[config.mk]
export PLATFORM = sky130hd
export DESIGN_NAME = spc_ctrl
export DESIGN_NICKNAME = d
export VERILOG_FILES = /design/src/hw/rtl/spc_pkg.sv /design/src/hw/rtl/spc_ctrl.sv
export SDC_FILE = /design/constraint.sdc
export NUM_CORES = 1
export LEC_CHECK = 0
export BUFFER_PORTS_ARGS = -buffer_cell sky130_fd_sc_hd__buf_4
export CAP_MARGIN = 20
export CORE_UTILIZATION = 45
export CTS_BUF_LIST = sky130_fd_sc_hd__clkbuf_4
export DETAILED_ROUTE_END_ITERATION = 8
export PLACE_DENSITY = 0.73
export SLEW_MARGIN = 20
export SYNTH_ARGS = -nofsm -noshare
export SYNTH_HDL_FRONTEND = slang
export SYNTH_SLANG_ARGS = --single-unit
[constraint.sdc]
create_clock -name clk -period 2.2 [get_ports clk]
set_input_delay 0 -clock clk [delete_from_list [all_inputs] [get_ports clk]]
set_output_delay 0 -clock clk [all_outputs]
set_load 0.005 [all_outputs]
[src/hw/rtl/spc_pkg.sv]
`timescale 1ns / 1ps
// ----------------------------------------------------------------------------
// spc_pkg: shared types and constants of the sphere pair collision block
// Word widths, micro-operation codes, controller states, the command and
// status bundles between controller and datapath, and small helper functions.
// ----------------------------------------------------------------------------
package spc_pkg;

	// Field widths of one sphere record.
	localparam int W       = 32;          // position and velocity words
	localparam int RW      = W - 1;       // radius and mass
	localparam int DW      = W + 1;       // coordinate and velocity differences
	localparam int MW      = 64;          // multiplier operand width
	localparam int HW      = MW / 2;      // multiplier partial product operand
	localparam int PW      = 2 * MW;      // full product and dividend width
	localparam int RAD_W   = 2 * W + 4;   // squared distance and dot product sums
	localparam int DIST_W  = RAD_W / 2;   // integer square root
	localparam int DEN_W   = DIST_W + 1;  // divisor, covers twice the distance
	localparam int CFG_W   = 17;          // restitution register
	localparam int RES_FRAC = 16;         // restitution fraction bits

	// Restitution reset value and the unit term added to it.
	localparam logic [CFG_W-1:0] REST_RESET = CFG_W'(65536);
	localparam logic [CFG_W:0]   ONE_Q16    = (CFG_W+1)'(65536);

	localparam logic [1:0] LAST_AXIS = 2'd2;

	// Saturation bounds of an output word.
	localparam logic signed [MW-1:0] SAT_HI = (64'sd1 <<< (W - 1)) - 64'sd1;
	localparam logic signed [MW-1:0] SAT_LO = -SAT_HI - 64'sd1;

	// Micro-operations run by the datapath.
	typedef enum logic [3:0] {
		U_D2,    // accumulate squared distance, one axis
		U_RSQ,   // square of the radius sum
		U_RVD,   // accumulate relative velocity along the offset, one axis
		U_SQRT,  // center distance
		U_VN,    // closing speed
		U_T,     // closing speed times one plus restitution
		U_P1,    // t times second mass
		U_K1,    // first sphere impulse share
		U_P2,    // t times first mass
		U_K2,    // second sphere impulse share
		U_AM,    // k1 times offset
		U_AD,    // first sphere velocity change
		U_BM,    // k2 times offset
		U_BD,    // second sphere velocity change
		U_HM,    // penetration times offset
		U_HD     // position push
	} uop_t;

	typedef enum logic [2:0] {
		ST_IDLE,
		ST_ISSUE,
		ST_WAIT,
		ST_DECIDE,
		ST_OUT0,
		ST_OUT1
	} state_t;

	typedef enum logic [1:0] {
		STAT_APART      = 2'd0,
		STAT_SEPARATING = 2'd1,
		STAT_RESOLVED   = 2'd2,
		STAT_DEGENERATE = 2'd3
	} status_t;

	// Controller to datapath.
	typedef struct packed {
		logic       hold;     // store a first sphere request
		logic       capture;  // take a second sphere request and clear sums
		logic       start;    // launch the current micro-operation
		uop_t       uop;
		logic [1:0] axis;
		logic       out_sel;  // 0 first sphere, 1 second sphere on the output
	} cmd_t;

	// Datapath to controller.
	typedef struct packed {
		logic done;   // micro-operation result written
		logic apart;  // squared distance not below squared radius sum
		logic degen;  // coincident centers or zero total mass
		logic sep;    // spheres are moving apart
	} sts_t;

	// Magnitude of a signed difference.
	function automatic logic [DW-1:0] mag(input logic signed [DW-1:0] v);
		mag = v[DW-1] ? DW'(-v) : DW'(v);
	endfunction

	// Clamp a wide signed value to one output word.
	function automatic logic [W-1:0] sat(input logic signed [MW-1:0] v);
		if (v > SAT_HI) begin
			sat = SAT_HI[W-1:0];
		end else if (v < SAT_LO) begin
			sat = SAT_LO[W-1:0];
		end else begin
			sat = v[W-1:0];
		end
	endfunction

endpackage

[src/hw/rtl/spc_ctrl.sv]
`timescale 1ns / 1ps
// ----------------------------------------------------------------------------
// spc_ctrl: sequencer of the collision check
// Steps through the micro-operations, takes the early exits and hands out the
// two result records.
// ----------------------------------------------------------------------------
module spc_ctrl import spc_pkg::*; (
	input  logic clk,
	input  logic arst_n,
	input  logic in_valid,
	output logic in_ready,
	input  logic in_slot,
	output logic out_valid,
	input  logic out_ready,
	output logic out_id,
	output logic [1:0] out_status,
	output logic out_last,
	output cmd_t cmd,
	input  sts_t sts
);

	state_t     state_q, state_d;
	uop_t       uop_q, uop_d;
	logic [1:0] axis_q, axis_d;
	status_t    status_q, status_d;
	logic       in_acc;

	always_ff @(posedge clk or negedge arst_n) begin
		if (!arst_n) begin
			state_q  <= ST_IDLE;
			uop_q    <= U_D2;
			axis_q   <= '0;
			status_q <= STAT_APART;
		end else begin
			state_q  <= state_d;
			uop_q    <= uop_d;
			axis_q   <= axis_d;
			status_q <= status_d;
		end
	end

	always_comb begin
		state_d  = state_q;
		uop_d    = uop_q;
		axis_d   = axis_q;
		status_d = status_q;
		in_acc   = in_valid && (state_q == ST_IDLE);

		case (state_q)
			ST_IDLE: begin
				if (in_acc && in_slot) begin
					uop_d   = U_D2;
					axis_d  = '0;
					state_d = ST_ISSUE;
				end
			end
			ST_ISSUE: state_d = ST_WAIT;
			ST_WAIT: begin
				if (sts.done) begin
					state_d = ST_ISSUE;
					case (uop_q)
						U_D2: begin
							if (axis_q == LAST_AXIS) begin
								uop_d  = U_RSQ;
								axis_d = '0;
							end else begin
								axis_d = axis_q + 2'd1;
							end
						end
						U_RSQ: state_d = ST_DECIDE;
						U_RVD: begin
							if (axis_q == LAST_AXIS) begin
								state_d = ST_DECIDE;
							end else begin
								axis_d = axis_q + 2'd1;
							end
						end
						U_SQRT: uop_d = U_VN;
						U_VN:   uop_d = U_T;
						U_T:    uop_d = U_P1;
						U_P1:   uop_d = U_K1;
						U_K1:   uop_d = U_P2;
						U_P2:   uop_d = U_K2;
						U_K2: begin
							uop_d  = U_AM;
							axis_d = '0;
						end
						U_AM: uop_d = U_AD;
						U_AD: uop_d = U_BM;
						U_BM: uop_d = U_BD;
						U_BD: uop_d = U_HM;
						U_HM: uop_d = U_HD;
						U_HD: begin
							if (axis_q == LAST_AXIS) begin
								status_d = STAT_RESOLVED;
								state_d  = ST_OUT0;
							end else begin
								uop_d  = U_AM;
								axis_d = axis_q + 2'd1;
							end
						end
						default: state_d = ST_IDLE;
					endcase
				end
			end
			ST_DECIDE: begin
				if (uop_q == U_RSQ) begin
					if (sts.apart) begin
						status_d = STAT_APART;
						state_d  = ST_OUT0;
					end else if (sts.degen) begin
						status_d = STAT_DEGENERATE;
						state_d  = ST_OUT0;
					end else begin
						uop_d   = U_RVD;
						axis_d  = '0;
						state_d = ST_ISSUE;
					end
				end else if (sts.sep) begin
					status_d = STAT_SEPARATING;
					state_d  = ST_OUT0;
				end else begin
					uop_d   = U_SQRT;
					state_d = ST_ISSUE;
				end
			end
			ST_OUT0: begin
				if (out_ready) begin
					state_d = ST_OUT1;
				end
			end
			ST_OUT1: begin
				if (out_ready) begin
					state_d = ST_IDLE;
				end
			end
			default: state_d = ST_IDLE;
		endcase
	end

	// Handshakes and datapath commands.
	always_comb begin
		in_ready    = (state_q == ST_IDLE);
		out_valid   = (state_q == ST_OUT0) || (state_q == ST_OUT1);
		out_id      = (state_q == ST_OUT1);
		out_last    = (state_q == ST_OUT1);
		out_status  = status_q;
		cmd.hold    = in_acc && !in_slot;
		cmd.capture = in_acc && in_slot;
		cmd.start   = (state_q == ST_ISSUE);
		cmd.uop     = uop_q;
		cmd.axis    = axis_q;
		cmd.out_sel = (state_q == ST_OUT1);
	end

endmodule
# After elaboration in Yosys (flattened, before gate mapping)
# Cells that the tools add are included.
[op_classes]
eq_ne = 40
n_addsub = 1
muxes = 39
reduce_logical = 14
[ops]
columns = ["cell", "count"]
rows = [
  ["4-bit case mux with 14 select lines", 1],
  ["4-bit equality test, second input constant", 8],
  ["4-bit two-way mux", 8],
  ["2-bit two-way mux", 15],
  ["3-bit two-way mux", 9],
  ["3-bit inequality test, second input constant", 7],
  ["3-bit case mux with 6 select lines", 1],
  ["4-bit by 3-bit equality test with 1-bit output, second input constant", 4],
  ["2-bit inequality test, second input constant", 8],
  ["15-bit by 2-bit inequality test with 1-bit output, second input constant", 1],
  ["2-bit case mux with 3 select lines", 2],
  ["4-bit case mux with 3 select lines", 1],
  ["3-bit case mux with 3 select lines", 1],
  ["9-bit AND reduction", 1],
  ["4-bit by 2-bit equality test with 1-bit output, second input constant", 2],
  ["8-bit AND reduction", 1],
  ["3-bit by 2-bit equality test with 1-bit output, second input constant", 2],
  ["3-bit equality test, second input constant", 2],
  ["6-bit AND reduction", 1],
  ["4-bit by 1-bit equality test with 1-bit output, second input constant", 1],
  ["4-bit logical NOT", 1],
  ["4-bit by 2-bit inequality test with 1-bit output, second input constant", 1],
  ["4-bit inequality test, second input constant", 1],
  ["2-bit case mux with 2 select lines", 1],
  ["other kinds (12)", 14],
]
[word_totals]
register_bits = 11
output_inout_bits = 16
word_cells = 98
input_bits = 9

# Logic depth before layout (Yosys ltp)
[logic_depth]
depth_word = 5
mapped_depth = 7
ltp_nobuf = 7

# Worst setup path after synthesis
# No wires, ideal clock.
[synth_timing]
kind = "register -> register"
startpoint = "register uop_q[3]"
endpoint = "register status_q[0], in the netlist out_status[0]"
t_required_ps = 2075
path_buffers = 1
setup_ps = 125
setup_slack_ps = 139
arrival_time_ps = 1935
path_stages_with_launch = 7
cell_sequence = "dfrtp_1 > buf_6 > nor4b_4 > mux2_4 > or3_4 > o41ai_4 > mux2_4"
[synth_via]
elab_chain_len = 3
word_cells_on_any_way = 8
[synth_lines]
columns = ["item", "line_no", "source"]
rows = [
  ["from (decl)", "spc_ctrl.sv:23", "uop_t uop_q, uop_d;"],
  ["from (signal assigned)", "spc_ctrl.sv:36", "uop_q <= uop_d;"],
  ["4-bit by 1-bit equality test with 1-bit output or 4-bit equality test (tied branches)", "spc_ctrl.sv:107, spc_ctrl.sv:61", ""],
  ["4-bit inequality test (no source line), or another cell as far along", "--", ""],
  ["6-bit AND reduction (no source line) or 2-bit case mux with 2 select lines (tied branches)", "--", ""],
  ["to (signal assigned)", "spc_ctrl.sv:38", "status_q <= status_d;"],
  ["to (decl)", "spc_ctrl.sv:25", "status_t status_q, status_d;"],
]
# Several ways; a longest one is shown, not always the timed one.
# A chain may end at the register's enable or synchronous reset.

# Worst setup path after layout
# Ends and elaborated chain as after synthesis.

==> results.py <==
metrics = {
    "synthesis": {
        "yosysWarningCount": 0,
        "synth-seq-area-share_pct": 26.1,
        "synth_nets": 136,
        "synth_cell_types": 46,
        "synth_top_flop_cell": "dfrtp_1",
        "async_reset_ff_share_pct": 100,
        "syn_inst": 124,
        "synth-edff-count": 0,
        "avgSynthCellArea_um2": 8.50,
        "syn-cell-area_mm2": 0.00105,
        "synth-seq-cells": 11,
    },
    "finish": {
        "final_cell_count_no_fill": 174,
        "multiInputGateArea_um2": 683,
        "layout_common_cells": "buf_4, dfrtp_1, nand2_1, nor2_1, inv_1",
        "seq_area_um2": 275,
        "area_growth_pct": 20.9,
        "nets": 159,
        "drive_above_1_share_pct": 28.1,
        "final_common_cell": "buf_4",
        "fillers": 215,
        "fin_util_pct": 57.6,
        "antenna_cells": 0,
    },
    "die": {
        "die_area_mm2": 0.00254,
        "chipWidth_um": 50.4,
        "die_height_um": 50.4,
        "pin_count": 25,
        "core-area_mm2": 0.00221,
        "core.rowCount": 17,
        "initial_core_util_pct": 47.6,
    },
    "power": {
        "total_power_mw": 1.66,
        "power_density_mw_per_mm2": 1300,
        "intPower_mw": 0.902,
        "swShare_pct": 45.6,
        "comb_power_share_pct": 64.4,
        "seq_power_share_pct": 26.1,
        "clkPwrFrac_pct": 9.5,
        "p_sw_mw": 0.757,
        "leakage_nw": 0.621,
        "peakVddDrop_uv": 739,
    },
    "outcome": {
        "status": "finished clean",
    },
    "worst_setup_path": {
        "crit_buf_inv": 0,
        "worstSetupEndpoint": "out_status[0]",
        "regToRegStartpoint": "uop_q[3]",
        "crit_family": "simple AND/OR/NAND/NOR gates",
        "reg2reg_slack_ps": 170,
        "arrival_ps": 2190,
        "crit_chain": "nor4b_4 > mux2_4 > or3_4 > o41ai_4 > mux2_4",
        "critPathMostFrequentCell": "mux2_4",
        "critPathSlowestCell": "dfrtp_1",
        "crit_type": "flip-flop to flip-flop",
        "cp.depth": 5,
        "cpPeakStageDelay_ps": 420,
        "end_kind": "flip-flop",
        "crit_path_start_kind": "flip-flop",
        "worstReg2RegEnd": "out_status[0]",
        "required_ps": 2360,
        "crit_fanout": 3,
        "startpoint": "uop_q[3]",
        "r2r_cells": 5,
    },
    "placement": {
        "placedCellCount": 169,
        "dp_hpwl_um": 1930,
        "place_congestion": 0.793,
        "port_buffers": 24,
    },
    "timing": {
        "fin_hold_ws_ps": 38.7,
        "fin_crit_ps": 2030,
        "period_share_pct": 92.3,
        "slew_headroom_pct": 70.8,
        "clock.fmax_ghz": 0.493,
        "hold_viol_final": 0,
        "drv_slew": 0,
        "finalSetupTns_ps": 0,
        "grt_setup_unrepaired": "no",
        "setup_viol": 0,
        "finalClockSkew_ps": 4.96,
        "tightest_slew_ps": 438,
    },
    "clocking": {
        "cts_tree": "yes",
        "cts_num_sinks": 11,
        "cts_buffers": 3,
        "cts_max_level": 1,
        "post_cts_buffers": 0,
        "cts_root_buf": "clkbuf_4",
        "clk_pin_slew_ps": 80,
        "clk_path_buf_depth": 2,
        "insertion_delay_ps": 280,
    },
    "min_path": {
        "hold_path_class": "input pin to flip-flop",
    },
    "global_route": {
        "met3_usage_pct": 1.82,
        "grt_usage_pct": 21.9,
        "grt-busiest-layer": "met2",
        "grt_pass1_vias": 893,
        "grt_use_met2_pct": 37.1,
        "grt_pass1_wl_um": 4170,
        "grt_start_max_net_pins": 20,
        "antenna_found_initial": 0,
        "grt_use_met1_pct": 28.9,
        "overflow": 0,
    },
    "detailed_routing": {
        "post_drt_wl_per_cell_um": 15.0,
        "vias": 1001,
        "routed_wirelength_um": 2620,
        "ant_nets": 0,
        "drt-initial-drc-count": 39,
        "via_per_inst": 5.75,
        "first_pass_iters": 4,
        "drc_errors": 0,
    },
    "job": {
        "drv_cap": 0,
    },
}
cell families (layout without fill, tap and decap cells):
family	after synthesis	in the layout	synth area share [%]
and+or+nand+nor	47	47	26.5
buffers and inverters	19	41	9.03
DFF	11	11	26.1
adders and majority gates	3	3	3.56
xor gates and xnor gates	1	1	0.832
AOI/OAI and AO/OA	36	36	25.3
muxes	7	7	8.67
power by group through the flow:
stage / clock network (mW) / logic, mW / registers [mW]
after floorplan: 0 / 0.799 / 0.367
after detailed placement: 0 / 1.06 / 0.432
after global placement: 0 / 1.04 / 0.423
final: 0.157 / 1.07 / 0.433
after CTS: 0.160 / 1.07 / 0.430
after global routing: 0.166 / 1.17 / 0.446
synthesized netlist by cell type, types with 2 or more instances:
| library cell | instances | area [um2] |
|---|---|---|
| dfrtp_1 | 11 | 275 |
| nand2_1 | 10 | 37.5 |
| nor2_1 | 10 | 37.5 |
| inv_1 | 8 | 30.0 |
| a21oi_1 | 7 | 35.0 |
| o21ai_0 | 7 | 35.0 |
| clkbuf_1 | 6 | 22.5 |
| nor3_1 | 6 | 30.0 |
| mux2_4 | 4 | 60.1 |
| nor2b_1 | 4 | 25.0 |
| ha_1 | 3 | 37.5 |
| nand3_1 | 3 | 15.0 |
| a221oi_1 | 2 | 17.5 |
| and2_1 | 2 | 12.5 |
| and3b_1 | 2 | 17.5 |
| buf_4 | 2 | 15.0 |
| buf_6 | 2 | 22.5 |
| mux2i_1 | 2 | 20.0 |
| nand2b_1 | 2 | 12.5 |
| o211ai_1 | 2 | 15.0 |
| o21a_1 | 2 | 15.0 |
| o22ai_1 | 2 | 12.5 |
| o2bb2ai_1 | 2 | 17.5 |
per-layer routing:
layer | vias to the layer above | wire, um
met4 | 0 | 32
met5 | - | 0
li1 | 492 | -
met2 | 31 | 1290
met1 | 474 | 1200
met3 | 4 | 100
sequential cells by signal, indices dropped and copies added, names as in the netlist:
| name | cells |
|---|---|
| state_q | 3 |
| axis_q | 2 |
| uop_q | 4 |
| out_status | 2 |
worst min-delay path by stage:
stage | to | slack (ps) | cells past startpoint | startpoint
6_report | state_q[2] | 40 | 3 | out_ready
5_1_grt | state_q[2] | 70 | 3 | out_ready
4_1_cts | state_q[0] | 40 | 3 | out_ready
3_5_place_dp | axis_q[1] | -150 | 1 | arst_n
3_3_place_gp | state_q[1] | -160 | 1 | arst_n
2_1_floorplan | axis_q[0] | -300 | 0 | arst_n
tightest hold or removal path, delay by kind of cell:
kind / cells / cell delay [ps]
compound gates: 1 / 110
buf+inv: 1 / 120
simple gates: 1 / 60
cell type report:
cell class	instances	share of cell area, %
clock buffers	4	2.36
multi-input cells	94	53.6
inverters	8	2.36
flip-flops and latches	11	21.6
well taps	28	2.75
repair buffers	29	17.3
per-stage QoR:
| stage | setup slack (ps) | cell area, um2 |
|---|---|---|
| CTS | 156 | 1270 |
| global route | 95.0 | 1270 |
| finish | 170 | 1270 |
| floorplan | 139 | 1050 |
| detailed placement | 161 | 1230 |
| global placement | 227 | 1230 |
repair_timing:
item                                   CTS  global route
resized for setup                        0             0
endpoints found under the hold margin   11             0
hold buffers                             1             0
Power figures use the tool's default switching activity.
